[src/rtl/e2c_pkg.sv]
// shared types, constants and tables for the epoch seconds to calendar block
// no dependencies; imported by every module of the block
package e2c_pkg;

    // depth of the queue between the front and the back end
    localparam int FIFO_DEPTH = 2;

    // division by a constant as q = (x * RECIP) >> SHIFT
    // 60 and 24 are exact for any 32-bit dividend, 7 for dividends below 2^32 / 3
    localparam logic [31:0] RECIP_60       = 32'h8888_8889;
    localparam int          RECIP_60_SHIFT = 37;
    localparam logic [31:0] RECIP_24       = 32'hAAAA_AAAB;
    localparam int          RECIP_24_SHIFT = 36;
    localparam logic [31:0] RECIP_7        = 32'h2492_4925;
    localparam int          RECIP_7_SHIFT  = 32;

    localparam int SEC_PER_MIN   = 60;
    localparam int MIN_PER_HOUR  = 60;
    localparam int HOUR_PER_DAY  = 24;
    localparam int DAYS_PER_WEEK = 7;

    localparam logic [15:0] DAYS_1970_TO_2099 = 16'd47482;
    localparam logic [11:0] BASE_YEAR         = 12'd1970;
    localparam logic [8:0]  DAYS_YEAR         = 9'd365;
    localparam logic [8:0]  DAYS_LEAP_YEAR    = 9'd366;
    // 1970 + n is a leap year when n mod 4 is 2
    localparam logic [1:0]  LEAP_PHASE        = 2'd2;

    localparam logic [3:0] MONTH_JAN = 4'd0;
    localparam logic [3:0] MONTH_FEB = 4'd1;
    localparam logic [3:0] MONTH_DEC = 4'd11;

    // configuration register indexes
    localparam logic [1:0] REG_ZONE_OFFSET  = 2'd0;
    localparam logic [1:0] REG_WEEKDAY_BASE = 2'd1;

    typedef enum logic [2:0] {
        F_IDLE,
        F_SEC,
        F_MIN,
        F_ZONE,
        F_HOUR,
        F_CHK,
        F_WDAY,
        F_PUSH
    } e2c_front_state_t;

    typedef enum logic [1:0] {
        B_IDLE,
        B_YEAR,
        B_MONTH,
        B_OUT
    } e2c_back_state_t;

    // classified item handed from front to back
    typedef struct packed {
        logic        oor;
        logic [15:0] days;
        logic [4:0]  hour;
        logic [5:0]  minute;
        logic [5:0]  second;
        logic [2:0]  wday;
    } e2c_item_t;

    typedef struct packed {
        logic        oor;
        logic [11:0] year;
        logic [3:0]  month;
        logic [4:0]  day_of_month;
        logic [4:0]  hour;
        logic [5:0]  minute;
        logic [5:0]  second;
        logic [2:0]  weekday;
    } e2c_result_t;

    function automatic logic [4:0] month_len(input logic [3:0] month, input logic leap);
        logic [4:0] len;
        case (month)
            4'd0:    len = 5'd31;
            4'd1:    len = leap ? 5'd29 : 5'd28;
            4'd2:    len = 5'd31;
            4'd3:    len = 5'd30;
            4'd4:    len = 5'd31;
            4'd5:    len = 5'd30;
            4'd6:    len = 5'd31;
            4'd7:    len = 5'd31;
            4'd8:    len = 5'd30;
            4'd9:    len = 5'd31;
            4'd10:   len = 5'd30;
            default: len = 5'd31;
        endcase
        return len;
    endfunction

endpackage

[src/rtl/e2c_front.sv]
// front end: accepts epoch seconds, splits off second, minute and hour by
// reciprocal multiplication, applies the zone offset; uses e2c_pkg
module e2c_front
    import e2c_pkg::*;
(
    input  logic              aclk,
    input  logic              aresetn,
    input  logic              in_valid,
    output logic              in_ready,
    input  logic [31:0]       in_seconds,
    input  logic [4:0]        zone_offset_hours,
    output logic              out_valid,
    input  logic              out_ready,
    output e2c_item_t         out_item
);

    e2c_front_state_t state_reg, state_next;
    logic [31:0]      dvd_reg, dvd_next;
    logic [31:0]      quo_reg, quo_next;
    logic             phase_reg, phase_next;
    e2c_item_t        item_reg, item_next;

    logic [31:0]      recip;
    logic [63:0]      prod;
    logic [31:0]      quot;
    logic [31:0]      quo_mul;
    logic [31:0]      rem_full;
    logic [5:0]       rem_step;
    logic             last_step;
    logic [21:0]      hours;
    logic             days_high;
    logic             dividing;

    always_comb begin
        case (state_reg)
            F_SEC:   recip = RECIP_60;
            F_MIN:   recip = RECIP_60;
            F_HOUR:  recip = RECIP_24;
            default: recip = RECIP_7;
        endcase
    end

    // 32 by 32 multiply, the upper operand halves are zero
    assign prod = {32'd0, dvd_reg} * {32'd0, recip};

    // quotient from the product, and quotient times divisor for the remainder
    always_comb begin
        case (state_reg)
            F_SEC: begin
                quot    = 32'(prod >> RECIP_60_SHIFT);
                quo_mul = quo_reg * 32'(SEC_PER_MIN);
            end
            F_MIN: begin
                quot    = 32'(prod >> RECIP_60_SHIFT);
                quo_mul = quo_reg * 32'(MIN_PER_HOUR);
            end
            F_HOUR: begin
                quot    = 32'(prod >> RECIP_24_SHIFT);
                quo_mul = quo_reg * 32'(HOUR_PER_DAY);
            end
            default: begin
                quot    = 32'(prod >> RECIP_7_SHIFT);
                quo_mul = quo_reg * 32'(DAYS_PER_WEEK);
            end
        endcase
    end

    // each division: quotient registered, then remainder and new dividend
    assign rem_full  = dvd_reg - quo_mul;
    assign rem_step  = rem_full[5:0];
    assign last_step = phase_reg;
    assign dividing  = (state_reg == F_SEC) || (state_reg == F_MIN) ||
                       (state_reg == F_HOUR) || (state_reg == F_WDAY);

    // whole hours plus sign-extended zone offset
    assign hours     = {1'b0, dvd_reg[20:0]} + {{17{zone_offset_hours[4]}}, zone_offset_hours};
    assign days_high = dvd_reg[15:0] >= DAYS_1970_TO_2099;

    // next state
    always_comb begin
        state_next = state_reg;
        case (state_reg)
            F_IDLE: begin
                if (in_valid) state_next = F_SEC;
            end
            F_SEC: begin
                if (last_step) state_next = F_MIN;
            end
            F_MIN: begin
                if (last_step) state_next = F_ZONE;
            end
            F_ZONE: begin
                state_next = hours[21] ? F_PUSH : F_HOUR;
            end
            F_HOUR: begin
                if (last_step) state_next = F_CHK;
            end
            F_CHK: begin
                state_next = days_high ? F_PUSH : F_WDAY;
            end
            F_WDAY: begin
                if (last_step) state_next = F_PUSH;
            end
            F_PUSH: begin
                if (out_ready) state_next = F_IDLE;
            end
            default: state_next = F_IDLE;
        endcase
    end

    // datapath
    always_comb begin
        dvd_next   = dvd_reg;
        quo_next   = quo_reg;
        phase_next = phase_reg;
        item_next  = item_reg;
        if (dividing) begin
            phase_next = !phase_reg;
            if (phase_reg) begin
                dvd_next = quo_reg;
            end else begin
                quo_next = quot;
            end
        end
        case (state_reg)
            F_IDLE: begin
                dvd_next   = in_seconds;
                phase_next = 1'b0;
                item_next  = '0;
            end
            F_SEC: begin
                if (last_step) item_next.second = rem_step;
            end
            F_MIN: begin
                if (last_step) item_next.minute = rem_step;
            end
            F_ZONE: begin
                if (hours[21]) begin
                    item_next.oor = 1'b1;
                end else begin
                    dvd_next = {11'd0, hours[20:0]};
                end
            end
            F_HOUR: begin
                if (last_step) item_next.hour = rem_step[4:0];
            end
            F_CHK: begin
                item_next.days = dvd_reg[15:0];
                if (days_high) begin
                    item_next.oor = 1'b1;
                end else begin
                    // 1-based day number for the weekday
                    dvd_next = {16'd0, dvd_reg[15:0] + 16'd1};
                end
            end
            F_WDAY: begin
                if (last_step) item_next.wday = rem_step[2:0];
            end
            default: begin
            end
        endcase
    end

    // outputs
    always_comb begin
        in_ready  = state_reg == F_IDLE;
        out_valid = state_reg == F_PUSH;
        out_item  = item_reg;
    end

    always_ff @(posedge aclk) begin
        if (!aresetn) begin
            state_reg <= F_IDLE;
            phase_reg <= 1'b0;
        end else begin
            state_reg <= state_next;
            phase_reg <= phase_next;
        end
    end

    always_ff @(posedge aclk) begin
        dvd_reg  <= dvd_next;
        quo_reg  <= quo_next;
        item_reg <= item_next;
    end

endmodule

[src/rtl/e2c_fifo.sv]
// short register queue of classified items between front and back end
// uses e2c_pkg for the item type and default depth
module e2c_fifo
    import e2c_pkg::*;
#(
    parameter int DEPTH = FIFO_DEPTH
)
(
    input  logic      aclk,
    input  logic      aresetn,
    input  logic      in_valid,
    output logic      in_ready,
    input  e2c_item_t in_item,
    output logic      out_valid,
    input  logic      out_ready,
    output e2c_item_t out_item
);

    localparam int AW = (DEPTH > 1) ? $clog2(DEPTH) : 1;
    localparam int CW = $clog2(DEPTH + 1);

    e2c_item_t       mem_reg [DEPTH];
    logic [AW-1:0]   wr_ptr_reg, wr_ptr_next;
    logic [AW-1:0]   rd_ptr_reg, rd_ptr_next;
    logic [CW-1:0]   count_reg, count_next;
    logic            push;
    logic            pop;

    assign in_ready  = count_reg != CW'(DEPTH);
    assign out_valid = count_reg != '0;
    assign out_item  = mem_reg[rd_ptr_reg];
    assign push      = in_valid && in_ready;
    assign pop       = out_valid && out_ready;

    always_comb begin
        wr_ptr_next = wr_ptr_reg;
        rd_ptr_next = rd_ptr_reg;
        if (push) begin
            wr_ptr_next = (wr_ptr_reg == AW'(DEPTH - 1)) ? '0 : wr_ptr_reg + 1'b1;
        end
        if (pop) begin
            rd_ptr_next = (rd_ptr_reg == AW'(DEPTH - 1)) ? '0 : rd_ptr_reg + 1'b1;
        end
        count_next = count_reg + CW'(push) - CW'(pop);
    end

    always_ff @(posedge aclk) begin
        if (!aresetn) begin
            wr_ptr_reg <= '0;
            rd_ptr_reg <= '0;
            count_reg  <= '0;
        end else begin
            wr_ptr_reg <= wr_ptr_next;
            rd_ptr_reg <= rd_ptr_next;
            count_reg  <= count_next;
        end
    end

    always_ff @(posedge aclk) begin
        if (push) mem_reg[wr_ptr_reg] <= in_item;
    end

endmodule

[src/rtl/e2c_back.sv]
// back end: walks years and months one per cycle, forms the weekday and
// holds the result in an output register; uses e2c_pkg
module e2c_back
    import e2c_pkg::*;
(
    input  logic        aclk,
    input  logic        aresetn,
    input  logic        in_valid,
    output logic        in_ready,
    input  e2c_item_t   in_item,
    input  logic [2:0]  weekday_base,
    output logic        out_valid,
    input  logic        out_ready,
    output e2c_result_t out_result
);

    e2c_back_state_t state_reg, state_next;
    e2c_item_t       item_reg, item_next;
    logic [15:0]     rem_reg, rem_next;
    logic [7:0]      yoff_reg, yoff_next;
    logic [3:0]      mon_reg, mon_next;
    e2c_result_t     res_reg, res_next;
    logic            res_valid_reg, res_valid_next;

    logic            leap;
    logic [8:0]      ylen;
    logic            year_fits;
    logic [4:0]      mlen;
    logic            month_done;
    logic            res_free;
    logic [3:0]      wsum;
    logic [3:0]      wday_fixed;
    e2c_result_t     res_built;

    assign leap       = yoff_reg[1:0] == LEAP_PHASE;
    assign ylen       = leap ? DAYS_LEAP_YEAR : DAYS_YEAR;
    assign year_fits  = rem_reg < {7'd0, ylen};
    assign mlen       = month_len(mon_reg, leap);
    assign month_done = (rem_reg < {11'd0, mlen}) || (mon_reg == MONTH_DEC);
    assign res_free   = !res_valid_reg || out_ready;

    // weekday sum stays below twice the week length plus one
    assign wsum = {1'b0, item_reg.wday} + {1'b0, weekday_base};
    always_comb begin
        if (wsum >= 4'(2 * DAYS_PER_WEEK)) begin
            wday_fixed = wsum - 4'(2 * DAYS_PER_WEEK);
        end else if (wsum >= 4'(DAYS_PER_WEEK)) begin
            wday_fixed = wsum - 4'(DAYS_PER_WEEK);
        end else begin
            wday_fixed = wsum;
        end
    end

    always_comb begin
        res_built = '0;
        if (item_reg.oor) begin
            res_built.oor = 1'b1;
        end else begin
            res_built.year         = BASE_YEAR + {4'd0, yoff_reg};
            res_built.month        = mon_reg + 4'd1;
            res_built.day_of_month = rem_reg[4:0] + 5'd1;
            res_built.hour         = item_reg.hour;
            res_built.minute       = item_reg.minute;
            res_built.second       = item_reg.second;
            res_built.weekday      = wday_fixed[2:0];
        end
    end

    // next state
    always_comb begin
        state_next = state_reg;
        case (state_reg)
            B_IDLE: begin
                if (in_valid) state_next = in_item.oor ? B_OUT : B_YEAR;
            end
            B_YEAR: begin
                if (year_fits) state_next = B_MONTH;
            end
            B_MONTH: begin
                if (month_done) state_next = B_OUT;
            end
            B_OUT: begin
                if (res_free) state_next = B_IDLE;
            end
            default: state_next = B_IDLE;
        endcase
    end

    // datapath
    always_comb begin
        item_next      = item_reg;
        rem_next       = rem_reg;
        yoff_next      = yoff_reg;
        mon_next       = mon_reg;
        res_next       = res_reg;
        res_valid_next = res_valid_reg;
        if (out_ready) res_valid_next = 1'b0;
        case (state_reg)
            B_IDLE: begin
                if (in_valid) begin
                    item_next = in_item;
                    rem_next  = in_item.days;
                    yoff_next = 8'd0;
                    mon_next  = MONTH_JAN;
                end
            end
            B_YEAR: begin
                if (!year_fits) begin
                    rem_next  = rem_reg - {7'd0, ylen};
                    yoff_next = yoff_reg + 8'd1;
                end
            end
            B_MONTH: begin
                if (!month_done) begin
                    rem_next = rem_reg - {11'd0, mlen};
                    mon_next = mon_reg + 4'd1;
                end
            end
            B_OUT: begin
                if (res_free) begin
                    res_next       = res_built;
                    res_valid_next = 1'b1;
                end
            end
            default: begin
            end
        endcase
    end

    // outputs
    always_comb begin
        in_ready   = state_reg == B_IDLE;
        out_valid  = res_valid_reg;
        out_result = res_reg;
    end

    always_ff @(posedge aclk) begin
        if (!aresetn) begin
            state_reg     <= B_IDLE;
            res_valid_reg <= 1'b0;
        end else begin
            state_reg     <= state_next;
            res_valid_reg <= res_valid_next;
        end
    end

    always_ff @(posedge aclk) begin
        item_reg <= item_next;
        rem_reg  <= rem_next;
        yoff_reg <= yoff_next;
        mon_reg  <= mon_next;
        res_reg  <= res_next;
    end

endmodule

[src/rtl/epoch_seconds_to_calendar.sv]
// top level of the epoch seconds to calendar converter
// depends on e2c_pkg, e2c_front, e2c_fifo and e2c_back
//
// Converts a 32-bit count of seconds since 1970-01-01 00:00:00 into year,
// month, day of month, hour, minute, second and weekday. The signed zone
// offset register is added to the whole-hour count before days are split
// off; leap years follow the every-fourth-year rule (1970..2099). If the
// adjusted time falls before 1970 or after 2099, m_tuser is 1 and all date
// and time fields are zero. The front end works through four divisions by
// constants (60, 60, 24 and 7), each a reciprocal multiply step and a
// remainder step, plus zone, range and hand-off steps, and cuts the steps
// short for out-of-range items; it takes a new item only after handing the
// last one on. The back end loads an item, walks the years from 1970 and
// then the months, one per cycle, and ends in an output step. A two-entry
// queue parts the two, so the front end can go on with further items while
// the back end walks. The result sits in an output register, so the back
// end starts the next item while a result waits. Configuration writes are
// taken in any cycle and must only be made while the block is idle.
module epoch_seconds_to_calendar
    import e2c_pkg::*;
#(
    parameter int QUEUE_DEPTH = FIFO_DEPTH
)
(
    input  logic        aclk,
    input  logic        aresetn,
    // input stream
    input  logic        s_tvalid,
    output logic        s_tready,
    input  logic [31:0] s_tdata,   // [31:0] epoch_seconds
    // result stream
    output logic        m_tvalid,
    input  logic        m_tready,
    output logic [47:0] m_tdata,   // [11:0] year, [15:12] month, [20:16] day_of_month,
                                   // [25:21] hour, [31:26] minute, [37:32] second,
                                   // [40:38] weekday, [47:41] zero
    output logic        m_tuser,   // [0] out_of_range
    // configuration write port
    input  logic        cfg_wr_en,
    input  logic [1:0]  cfg_index,
    input  logic [4:0]  cfg_wdata
);

    // configuration registers
    logic [4:0] zone_reg, zone_next;
    logic [2:0] base_reg, base_next;

    e2c_item_t   front_item;
    logic        front_valid;
    logic        front_ready;
    e2c_item_t   back_item;
    logic        back_valid;
    logic        back_ready;
    e2c_result_t result;

    // register writes; an index beyond the list is dropped
    always_comb begin
        zone_next = zone_reg;
        base_next = base_reg;
        if (cfg_wr_en) begin
            case (cfg_index)
                REG_ZONE_OFFSET:  zone_next = cfg_wdata;
                REG_WEEKDAY_BASE: base_next = cfg_wdata[2:0];
                default: begin
                end
            endcase
        end
    end

    always_ff @(posedge aclk) begin
        if (!aresetn) begin
            zone_reg <= 5'd0;
            base_reg <= 3'd0;
        end else begin
            zone_reg <= zone_next;
            base_reg <= base_next;
        end
    end

    // front: time of day split and zone/range classification
    e2c_front u_front (
        .aclk              (aclk),
        .aresetn           (aresetn),
        .in_valid          (s_tvalid),
        .in_ready          (s_tready),
        .in_seconds        (s_tdata),
        .zone_offset_hours (zone_reg),
        .out_valid         (front_valid),
        .out_ready         (front_ready),
        .out_item          (front_item)
    );

    // queue between the two ends
    e2c_fifo #(
        .DEPTH (QUEUE_DEPTH)
    ) u_fifo (
        .aclk      (aclk),
        .aresetn   (aresetn),
        .in_valid  (front_valid),
        .in_ready  (front_ready),
        .in_item   (front_item),
        .out_valid (back_valid),
        .out_ready (back_ready),
        .out_item  (back_item)
    );

    // back: year and month walk, weekday, output register
    e2c_back u_back (
        .aclk         (aclk),
        .aresetn      (aresetn),
        .in_valid     (back_valid),
        .in_ready     (back_ready),
        .in_item      (back_item),
        .weekday_base (base_reg),
        .out_valid    (m_tvalid),
        .out_ready    (m_tready),
        .out_result   (result)
    );

    // pack the result fields, lowest first
    assign m_tdata = {7'd0, result.weekday, result.second, result.minute, result.hour,
                      result.day_of_month, result.month, result.year};
    assign m_tuser = result.oor;

endmodule

[config.mk]
export PLATFORM = sky130hd
export DESIGN_NAME = epoch_seconds_to_calendar
export DESIGN_NICKNAME = d
export VERILOG_FILES = /design/src/rtl/e2c_pkg.sv /design/src/rtl/e2c_front.sv /design/src/rtl/e2c_fifo.sv /design/src/rtl/e2c_back.sv /design/src/rtl/epoch_seconds_to_calendar.sv
export SDC_FILE = /design/constraint.sdc
export NUM_CORES = 2
export LEC_CHECK = 0
export BUFFER_PORTS_ARGS = -buffer_cell sky130_fd_sc_hd__buf_2
export CORE_AREA = 2 2 192 335
export CTS_CLUSTER_SIZE = 10
export DETAILED_ROUTE_END_ITERATION = 8
export DIE_AREA = 0 0 194 337
export PLACE_DENSITY = 0.89
export SLEW_MARGIN = 10
export SYNTH_ARGS = -nofsm -noshare
export SYNTH_HDL_FRONTEND = slang
export SYNTH_HIERARCHICAL = 1
export SYNTH_SLANG_ARGS = --single-unit
export TNS_END_PERCENT = 30
[constraint.sdc]
create_clock -name aclk -period 7.4 [get_ports aclk]
set_input_delay 1.48 -clock aclk [delete_from_list [all_inputs] [get_ports aclk]]
set_output_delay 1.48 -clock aclk [all_outputs]
set_load 0.005 [all_outputs]
==> impl_metrics.csv <==
group,metric,value,unit
status,status,"finished with violations",
status,violations,"setup timing",
routing,drtIter0Drc,2982,
grt,overflow,0,
clock_network,cts_buffers,35,
timing,layout_setup_ws,-0.649,ns
placed_design,io_buffers,87,
setup_path,crit_family,"adder cells",
final_layout,nets,5186,
floorplanning,start_util,58.4,%
synth,synth_cells,3497,
floorplanning,core,62900,sq um
floorplanning,die_area,65400,sq um
synth,yosys_register_bits,286,
clock_network,cts_sinks,286,
clock_network,cts_buffer_depth,3,
placed_design,dp_hpwl,108,mm
timing,finClkSkew,0.0362,ns
routing,ant_nets,0,
synth,syn_area,36700,sq um
setup_path,critPathMaxFanout,8,
synth,synth_xor_area_share,3.08,%
floorplanning,rows,122,
synth,async_flop_share,0,%
final_layout,layoutNonFillerInstCount,5006,
timing,setup_viol,32,
timing,slew_headroom,23.4,%
synth,yosysWarnings,6,
synth,synth_top_family_by_area,"adder cells",
grt,grt_max_degree,43,
timing,rsz0062_at_grt,"yes",
timing,drv_slew,0,
final_layout,fillCellCount,4130,
clock_network,htree_levels,2,
setup_path,path_depth,27,
placed_design,dp_cells,4905,
setup_path,ff2ff_setup_slack,-0.65,ns
timing,finalHoldViolations,0,
routing,vias,31000,
setup_path,worst_setup_path_end_kind,"flip-flop",
setup_path,arrival,8.35,ns
setup_path,crit_buf_inv,6,
timing,tightest_slew,1.15,ns
grt,antenna_found_initial,7,
clock_network,cts_tree,"done",
timing,post-route-period-util,109,%
setup_path,cp_slowest_stage_delay,0.73,ns
synth,synthMuxAreaShare,2.48,%
synth,synthFlopType,"edfxtp_1",
setup_path,cp-start-kind,"flip-flop",
setup_path,crit_slowest_cell,"fa_2",
grt,grt_pass1_vias,33400,
clock_network,cts.reportedPaths.clkPinSlew,0.06,ns
floorplanning,ioPinCount,95,
placed_design,gp_congestion,1.13,
final_layout,syn_to_final_growth,24.0,%
setup_path,reg2reg_depth,27,
synth,synth-edff-count,234,
clock_network,clk_latency,0.58,ns
routing,first_pass_iters,8,
setup_path,path_class,"reg2reg",
routing,wirelength,143,mm
setup_path,required,7.70,ns
floorplanning,die_w,194,um
timing,timing.fmax,124,MHz
timing,post-route-min-period,8.05,ns
routing,post_drt_wl_per_cell,28.5,um
routing,drc,0,
floorplanning,die_h,337,um
setup_path,crit_path_frequent_cell,"fa_2",
synth,synth-simple-area-share,9.85,%
min_path,hold_depth,0,
clock_network,cts-root-buf,"clkbuf_16",
grt,grt_pass1_wl,204,mm
synth,synth_compound_area_share,9.88,%
final_layout,diodes,0,
final_layout,drive_gt1_share,26.9,%
min_path,hp-class,"reg2reg",
synth,synthAdderAreaFrac,44.4,%
routing,vias_per_cell,6.19,
final_layout,largest_reg_flops,74,
synth,syn_area_per_cell,10.5,sq um
grt,gr-usage-all-layers,43.4,%
synth,ys_seq_area_share,22.0,%
synth,synth.distinct_cells,101,
job,maxCapViolCount,0,
==> cell usage after synthesis, drive strengths merged, types with 44 or more instances <==
master / n / area, sq um
ha: 410 / 5130
a21o: 58 / 435
o21ai: 109 / 583
fa: 558 / 11200
a21oi: 143 / 727
xor2: 46 / 403
clkbuf: 82 / 308
nor2: 157 / 589
xnor2: 83 / 727
edfxtp: 234 / 7030
nand2: 165 / 622
mux2i: 47 / 470
and3: 57 / 357
inv: 658 / 2470
and2: 79 / 494
nor3: 44 / 235
dfxtp: 52 / 1040
==> metrics by stage <==
stage	hold WS, ns	util (%)	cell area (sq um)	TNS, ns	worst slack [ns]
after floorplan	0.421	-	37500	-0.00385	-0.00193
after global placement	0.423	67.5	42500	-20.45	-0.860
after detailed placement	0.430	67.5	42500	-23.67	-0.961
after CTS	0.444	71.3	44800	-7.41	-0.347
after global routing	0.460	72.4	45500	-19.41	-0.711
final	0.448	72.4	45500	-16.23	-0.649
==> path summary, 6_finish.rpt <==
check                                           from                         endpoint
setup / recovery   u_front/state_reg[1]$_SDFFE_PN0P_    u_front/quo_reg[24]$_DFFE_PP_
hold / removal    u_front/out_item[20]$_SDFFCE_PN0P_  u_fifo/mem_reg[1][20]$_DFFE_PP_
setup reg to reg   u_front/state_reg[1]$_SDFFE_PN0P_    u_front/quo_reg[24]$_DFFE_PP_
hold reg to reg   u_front/out_item[20]$_SDFFCE_PN0P_  u_fifo/mem_reg[1][20]$_DFFE_PP_
==> logic make-up after synthesis <==
logic type,count (synthesis)
compound gates,534
xor+xnor,129
fa+ha+maj,968
buf+inv,784
flops,286
mux,86
other cells,3
simple gates,707
==> metal layers <==
| metal | wire [um] | vias to the layer above | track usage [%] |
|---|---|---|---|
| met1 | 39200 | 15000 | 39.0 |
| li1 | - | 12900 | - |
| met3 | 13300 | 1019 | 11.6 |
| met5 | 172 | - | 0.963 |
| met2 | 67800 | 2080 | 73.7 |
| met4 | 22100 | 14 | 49.9 |
==> placed cells by master (no fill, tap or decap), types with 57 or more instances in the layout <==
master	instances
fa_1	491
edfxtp_1	234
fa_2	67
xnor2_1	75
conb_1	100
buf_4	544
a21o_1	57
inv_1	633
buf_2	87
ha_1	343
a21oi_1	109
nand2_1	153
nor2_1	151
==> layout make-up <==
cell class                      instances  area [sq um]  share of cell area (%)
Clock buffer                           58           982                    2.16
Clock inverter                          5          66.3                   0.146
Inverter                              661          2490                    5.46
Multi-Input combinational cell       2524         27800                    61.0
Sequential cell                       286          8080                    17.7
Tap cell                              806          1010                    2.22
Timing Repair Buffer                  666          5110                    11.2
==> worst reg2reg max path: cells and delay by family (launching register included) <==
family	cells	cell delay, ns
adder cells (fa/ha/maj)	9	4.49
flip-flops	1	0.38
buffers and inverters	6	0.75
AND/OR/NAND/NOR	5	0.78
XOR/XNOR	1	0.29
AO/OA/AOI/OAI	6	1.12
==> what timing repair did <==
action / CTS / global route
setup endpoints to repair: 32 / 32
resized for setup: 249 / 122
pin swaps: 140 / 113
gates cloned: 2 / 2
buffers inserted: 20 / 16
hold buffers: 0 / 0
Power is not shown: default switching activity piles up to over one toggle a cycle in this logic, so the estimate is an artifact.
